<file path="config.mk">
export PLATFORM = sky130hd
export DESIGN_NAME = qvr_dcm
export DESIGN_NICKNAME = d
export VERILOG_FILES = /design/src/design/qvr_pkg.sv /design/src/design/qvr_dcm.sv
export SDC_FILE = /design/constraint.sdc
export NUM_CORES = 2
export LEC_CHECK = 0
export ABC_AREA = 1
export BUFFER_PORTS_ARGS = -buffer_cell sky130_fd_sc_hd__buf_2
export CAP_MARGIN = 20
export CORE_ASPECT_RATIO = 1.1
export CORE_MARGIN = 2
export CORE_UTILIZATION = 40
export DETAILED_ROUTE_END_ITERATION = 16
export PLACE_DENSITY = 0.63
export SETUP_SLACK_MARGIN = 0.4
export SLEW_MARGIN = 20
export SYNTH_ARGS = -nofsm -noshare
export SYNTH_HDL_FRONTEND = slang
export SYNTH_SLANG_ARGS = --single-unit
</file>
<file path="constraint.sdc">
create_clock -name i_clk -period 9.1 [get_ports i_clk]
set_input_delay 0 -clock i_clk [delete_from_list [all_inputs] [get_ports i_clk]]
set_output_delay 0 -clock i_clk [all_outputs]
set_load 0.02 [all_outputs]
</file>
<file path="src/design/qvr_pkg.sv">
package qvr_pkg;

    // Fixed field widths.
    localparam int DATA_W       = 32;
    localparam int PROD_W       = 2 * DATA_W;
    // A diagonal entry sums four products and an off-diagonal entry doubles a
    // sum of two, so both need two guard bits above a product.
    localparam int SUM_W        = PROD_W + 2;
    localparam int FRAC_BITS_DEF = 30;
    localparam int N_STAGES     = 7;

    typedef struct packed {
        logic signed [DATA_W-1:0] quat_x;
        logic signed [DATA_W-1:0] quat_y;
        logic signed [DATA_W-1:0] quat_z;
        logic signed [DATA_W-1:0] quat_w;
        logic signed [DATA_W-1:0] vec_x;
        logic signed [DATA_W-1:0] vec_y;
        logic signed [DATA_W-1:0] vec_z;
    } t_quat_in;

    typedef struct packed {
        logic signed [DATA_W-1:0] rot_x;
        logic signed [DATA_W-1:0] rot_y;
        logic signed [DATA_W-1:0] rot_z;
        logic                     saturated;
    } t_rot_out;

    typedef struct packed {
        logic signed [DATA_W-1:0] x;
        logic signed [DATA_W-1:0] y;
        logic signed [DATA_W-1:0] z;
    } t_vec;

    // The ten distinct products of quaternion components.
    typedef struct packed {
        logic signed [PROD_W-1:0] xx;
        logic signed [PROD_W-1:0] yy;
        logic signed [PROD_W-1:0] zz;
        logic signed [PROD_W-1:0] ww;
        logic signed [PROD_W-1:0] xy;
        logic signed [PROD_W-1:0] zw;
        logic signed [PROD_W-1:0] xz;
        logic signed [PROD_W-1:0] yw;
        logic signed [PROD_W-1:0] yz;
        logic signed [PROD_W-1:0] xw;
    } t_prods;

endpackage

</file>
<file path="src/design/qvr_dcm.sv">
module qvr_dcm #(
    parameter int FRAC_BITS = qvr_pkg::FRAC_BITS_DEF,
    localparam int EW       = qvr_pkg::SUM_W - FRAC_BITS
) (
    input  logic                 i_clk,
    input  logic [1:0]           i_en,
    input  qvr_pkg::t_prods      i_prod,
    input  qvr_pkg::t_vec        i_vec,
    output logic signed [EW-1:0] o_ent [9],
    output qvr_pkg::t_vec        o_vec
);

    localparam int SW = qvr_pkg::SUM_W;
    localparam logic signed [SW-1:0] HALF = SW'(1) <<< (FRAC_BITS - 1);

    logic signed [SW-1:0] xx, yy, zz, ww, xy, zw, xz, yw, yz, xw;
    logic signed [SW-1:0] n_sum [9];
    logic signed [SW-1:0] r_sum [9];
    logic signed [EW-1:0] n_ent [9];
    logic signed [EW-1:0] r_ent [9];
    qvr_pkg::t_vec        r_vec_s2;
    qvr_pkg::t_vec        r_vec_s3;

    assign xx = SW'(i_prod.xx);
    assign yy = SW'(i_prod.yy);
    assign zz = SW'(i_prod.zz);
    assign ww = SW'(i_prod.ww);
    assign xy = SW'(i_prod.xy);
    assign zw = SW'(i_prod.zw);
    assign xz = SW'(i_prod.xz);
    assign yw = SW'(i_prod.yw);
    assign yz = SW'(i_prod.yz);
    assign xw = SW'(i_prod.xw);

    // Row-major entries; the off-diagonal signs follow the transposed convention.
    assign n_sum[0] = ww + xx - yy - zz;
    assign n_sum[1] = (xy + zw) <<< 1;
    assign n_sum[2] = (xz - yw) <<< 1;
    assign n_sum[3] = (xy - zw) <<< 1;
    assign n_sum[4] = ww - xx + yy - zz;
    assign n_sum[5] = (yz + xw) <<< 1;
    assign n_sum[6] = (xz + yw) <<< 1;
    assign n_sum[7] = (yz - xw) <<< 1;
    assign n_sum[8] = ww - xx - yy + zz;

    for (genvar k = 0; k < 9; k++) begin : g_round
        logic signed [SW-1:0] biased;
        assign biased   = r_sum[k] + HALF;
        assign n_ent[k] = EW'(biased >>> FRAC_BITS);
    end

    always_ff @(posedge i_clk) begin
        if (i_en[0]) begin
            r_sum    <= n_sum;
            r_vec_s2 <= i_vec;
        end
        if (i_en[1]) begin
            r_ent    <= n_ent;
            r_vec_s3 <= r_vec_s2;
        end
    end

    assign o_ent = r_ent;
    assign o_vec = r_vec_s3;

endmodule

</file>
==> impl_metrics.json <==
{
  "outcome": "completed",
  "grt_max_degree": 136,
  "hold_path_depth": 2,
  "overflow": 0,
  "drt_iter0_drc": 9429,
  "area_growth_pct": 16.6,
  "tightest_slew_ns": 1.06,
  "maxCapViolCount": 0,
  "hold_viol_final": 0,
  "drive_gt1_frac": 0.101,
  "intPower_mw": 10.3,
  "synth.distinct_cells": 52,
  "min_from": "i_vec[90]",
  "antenna_found_initial": 34,
  "io_buffers": 1158,
  "wirelength_um": 461000,
  "via_per_inst": 5.44,
  "core_region_area_sq_um": 219000,
  "avgSynthCellArea_sq_um": 6.83,
  "path_class": "in2reg",
  "cp.arrival_ns": 5.46,
  "hpwl_um": 405000,
  "cp_top_family": "simple AND/OR/NAND/NOR gates",
  "p_seq_frac": 0.304,
  "cp-end-kind": "register",
  "rsz0062_at_grt": "false",
  "syn-cell-area_sq_um": 88100,
  "clock_path_buffers": 3,
  "clock_latency_ns": 0.81,
  "crit_required_ns": 9.64,
  "die_x_um": 452,
  "root_buffer": "clkbuf_16",
  "r2r-end": "o_ent[142]",
  "fmax_ghz": 0.203,
  "max_stage_delay_ns": 0.84,
  "stdcell_count": 17300,
  "path_max_fanout": 6,
  "holdPathEnd": "r_vec_s2[90]",
  "wire_per_inst_um": 26.6,
  "ios": 1159,
  "setup_tns_ns": 0,
  "path_buf_inv": 4,
  "syn_inst": 12900,
  "crit_top_cell": "nand2_1",
  "cts_tree": "done",
  "route.vias.total": 94200,
  "grt_pass1_wl_um": 639000,
  "power_density_nw_per_um2": 193,
  "drtAntennaViolNets": 0,
  "die_area_sq_um": 224000,
  "final_nets": 16000,
  "post-cts-setup-buffers": 0,
  "cts_resized": 0,
  "fill_cells": 23500,
  "grt_pass1_vias": 89900,
  "hold_class": "in2reg",
  "switchingPower_mw": 9.56,
  "die_height_um": 496,
  "drv_slew": 0,
  "slew_headroom": 0.289,
  "place_inst": 16900,
  "synth-seq-area-share": 0.289,
  "r2r_cells": 9,
  "rows": 180,
  "place.gp.congestion": 1.12,
  "synth-seq-cells": 849,
  "cts_buffers": 96,
  "swShare": 0.481,
  "grt_usage": 0.398,
  "setup_violations": 0,
  "initial_core_util": 0.403,
  "reg2reg_from": "r_sum[229]",
  "ys.flop_type": "edfxtp_1",
  "cp_slowest_cell": "nor4_1",
  "drc_errors": 0,
  "timing.final.crit_period_ns": 4.92,
  "p_clk_frac": 0.198,
  "r2r_slack_ns": 6.57,
  "finClkSkew_ns": 0.129,
  "syn_nets": 14600,
  "cts.sinks": 849,
  "irDropWorstVdd_mv": 0.162,
  "clkTransAtPathRegs_ns": 0.07,
  "synth_edf_count": 849,
  "critPathLaunchType": "primary input",
  "ys_warn_count": 0,
  "async_flop_share": 0,
  "leakage_nw": 48.0,
  "fin_crit_sh": 0.541,
  "h-tree-depth": 3,
  "firstDrtPassIters": 9,
  "combPwrFrac": 0.498
}
-- through the flow --
stage | worst slack [ns] | hold slack (ns) | util | total power [mW] | instance area (sq um)
2_1_floorplan | 5.50 | 0.0989 | - | 11.3 | 88100
3_3_place_gp | 3.51 | 0.176 | 0.445 | 15.7 | 97400
3_5_place_dp | 3.56 | 0.178 | 0.445 | 15.6 | 97400
4_1_cts | 4.37 | 0.00175 | 0.469 | 19.7 | 103000
5_1_grt | 3.85 | 0.0178 | 0.469 | 20.8 | 103000
6_report | 4.18 | 0.0415 | 0.469 | 19.9 | 103000
-- worst max path at each step --
stage / startpoint / to / slack (ns) / cells past startpoint
2_1_floorplan: i_prod[384] / r_sum[51] / 5.50 / 27
3_3_place_gp: i_prod[384] / r_sum[317] / 3.51 / 27
3_5_place_dp: i_prod[384] / r_sum[317] / 3.56 / 27
4_1_cts: i_prod[384] / r_sum[317] / 4.37 / 27
5_1_grt: i_prod[384] / r_sum[317] / 3.85 / 27
6_report: i_prod[384] / r_sum[317] / 4.18 / 27
-- registers in the layout (all words and copies together), names as in the netlist --
register  cells
r_sum       333
r_vec_s2     96
o_ent       324
o_vec        96
-- worst reg2reg max path: cells and delay by family (launching register included) --
kind             cells  cell delay (ns)
AND/OR/NAND/NOR      8             1.28
XOR/XNOR             1             0.51
flip-flops           1             0.42
-- kinds of logic (layout without fill, tap and decap cells) --
family | Yosys count | in the layout | synth area share
and+or+nand+nor | 6603 | 6603 | 0.310
buffers and inverters | 2334 | 3817 | 0.101
AOI/OAI and AO/OA | 1804 | 1804 | 0.108
adders and majority gates | 904 | 904 | 0.150
DFF | 849 | 849 | 0.289
xor gates and xnor gates | 419 | 419 | 0.0416
other | 0 | 18 | 0
-- layout make-up --
| cell class | count | area [sq um] | share of cell area |
|---|---|---|---|
| diodes | 18 | 45.0 | 0.000438 |
| clock buffers | 108 | 2450 | 0.0238 |
| clock inverters | 64 | 692 | 0.00673 |
| inverters | 2252 | 8450 | 0.0823 |
| multi-input cells | 9730 | 53800 | 0.524 |
| flip-flops and latches | 849 | 25500 | 0.248 |
| well taps | 2912 | 3640 | 0.0355 |
| repair buffers | 1393 | 8180 | 0.0796 |
-- power groups by stage --
stage | Combinational (mW) | Sequential [mW] | Clock (mW)
2_1_floorplan | 5.27 | 6.08 | 0
4_1_cts | 9.64 | 6.03 | 4.00
3_5_place_dp | 9.51 | 6.10 | 0
3_3_place_gp | 9.56 | 6.10 | 0
6_report | 9.90 | 6.04 | 3.93
5_1_grt | 10.6 | 6.08 | 4.15
-- per-layer routing --
| layer | global-route usage | wire [um] |
|---|---|---|
| met1 | 0.489 | 180000 |
| met2 | 0.651 | 209000 |
| met3 | 0.0571 | 34900 |
| met4 | 0.264 | 37300 |
| met5 | 0 | 39 |
-- cell usage in the layout, fill, tap and decap left out, drive strengths merged, types with 164 or more instances in the layout --
cell type and count:
dlygate4sd3 220, nand3 621, nor3 282, nand4 164, edfxtp 849, nand2 3463, buf 1173, o21ai 637
xor2 302, a21oi 959, ha 647, fa 257, inv 2258, nor2 1915
-- synth_stat cells (2+ instances only) --
cell type,n,area (sq um)
clkbuf_1,3,11.3
a22oi_1,2,15.0
a31oi_1,7,43.8
nor2_1,1862,6990
a21oi_1,959,4800
clkinv_1,2,7.51
and2_1,15,93.8
nor4_2,4,50.1
fa_1,257,5140
nor2_2,22,138
a21boi_0,25,188
nand3_1,610,3050
inv_1,2245,8430
nor3_1,270,1350
nand3_2,11,110
xnor2_1,117,1020
a21o_1,30,225
nand3b_1,11,82.6
o21ai_1,5,25.0
inv_2,5,18.8
nand4_1,162,1010
o21bai_1,113,848
xor2_1,302,2650
nand2_1,3431,12900
nor3b_1,8,60.1
or2_2,19,119
nand2b_1,4,25.0
nor4_1,89,557
nand2_2,30,188
clkbuf_2,8,40.0
nor3_4,2,32.5
ha_1,647,8100
nand2_4,2,22.5
nor3_2,10,100
nor2_4,30,338
edfxtp_1,849,25500
o21ai_0,632,3160
o21a_1,29,218
buf_2,71,355
-- repair_timing --
item	CTS	global route
endpoints found under the setup margin	0	0
hold endpoints to repair	244	0
hold buffers	220	0
Power figures use the tool's default switching activity.
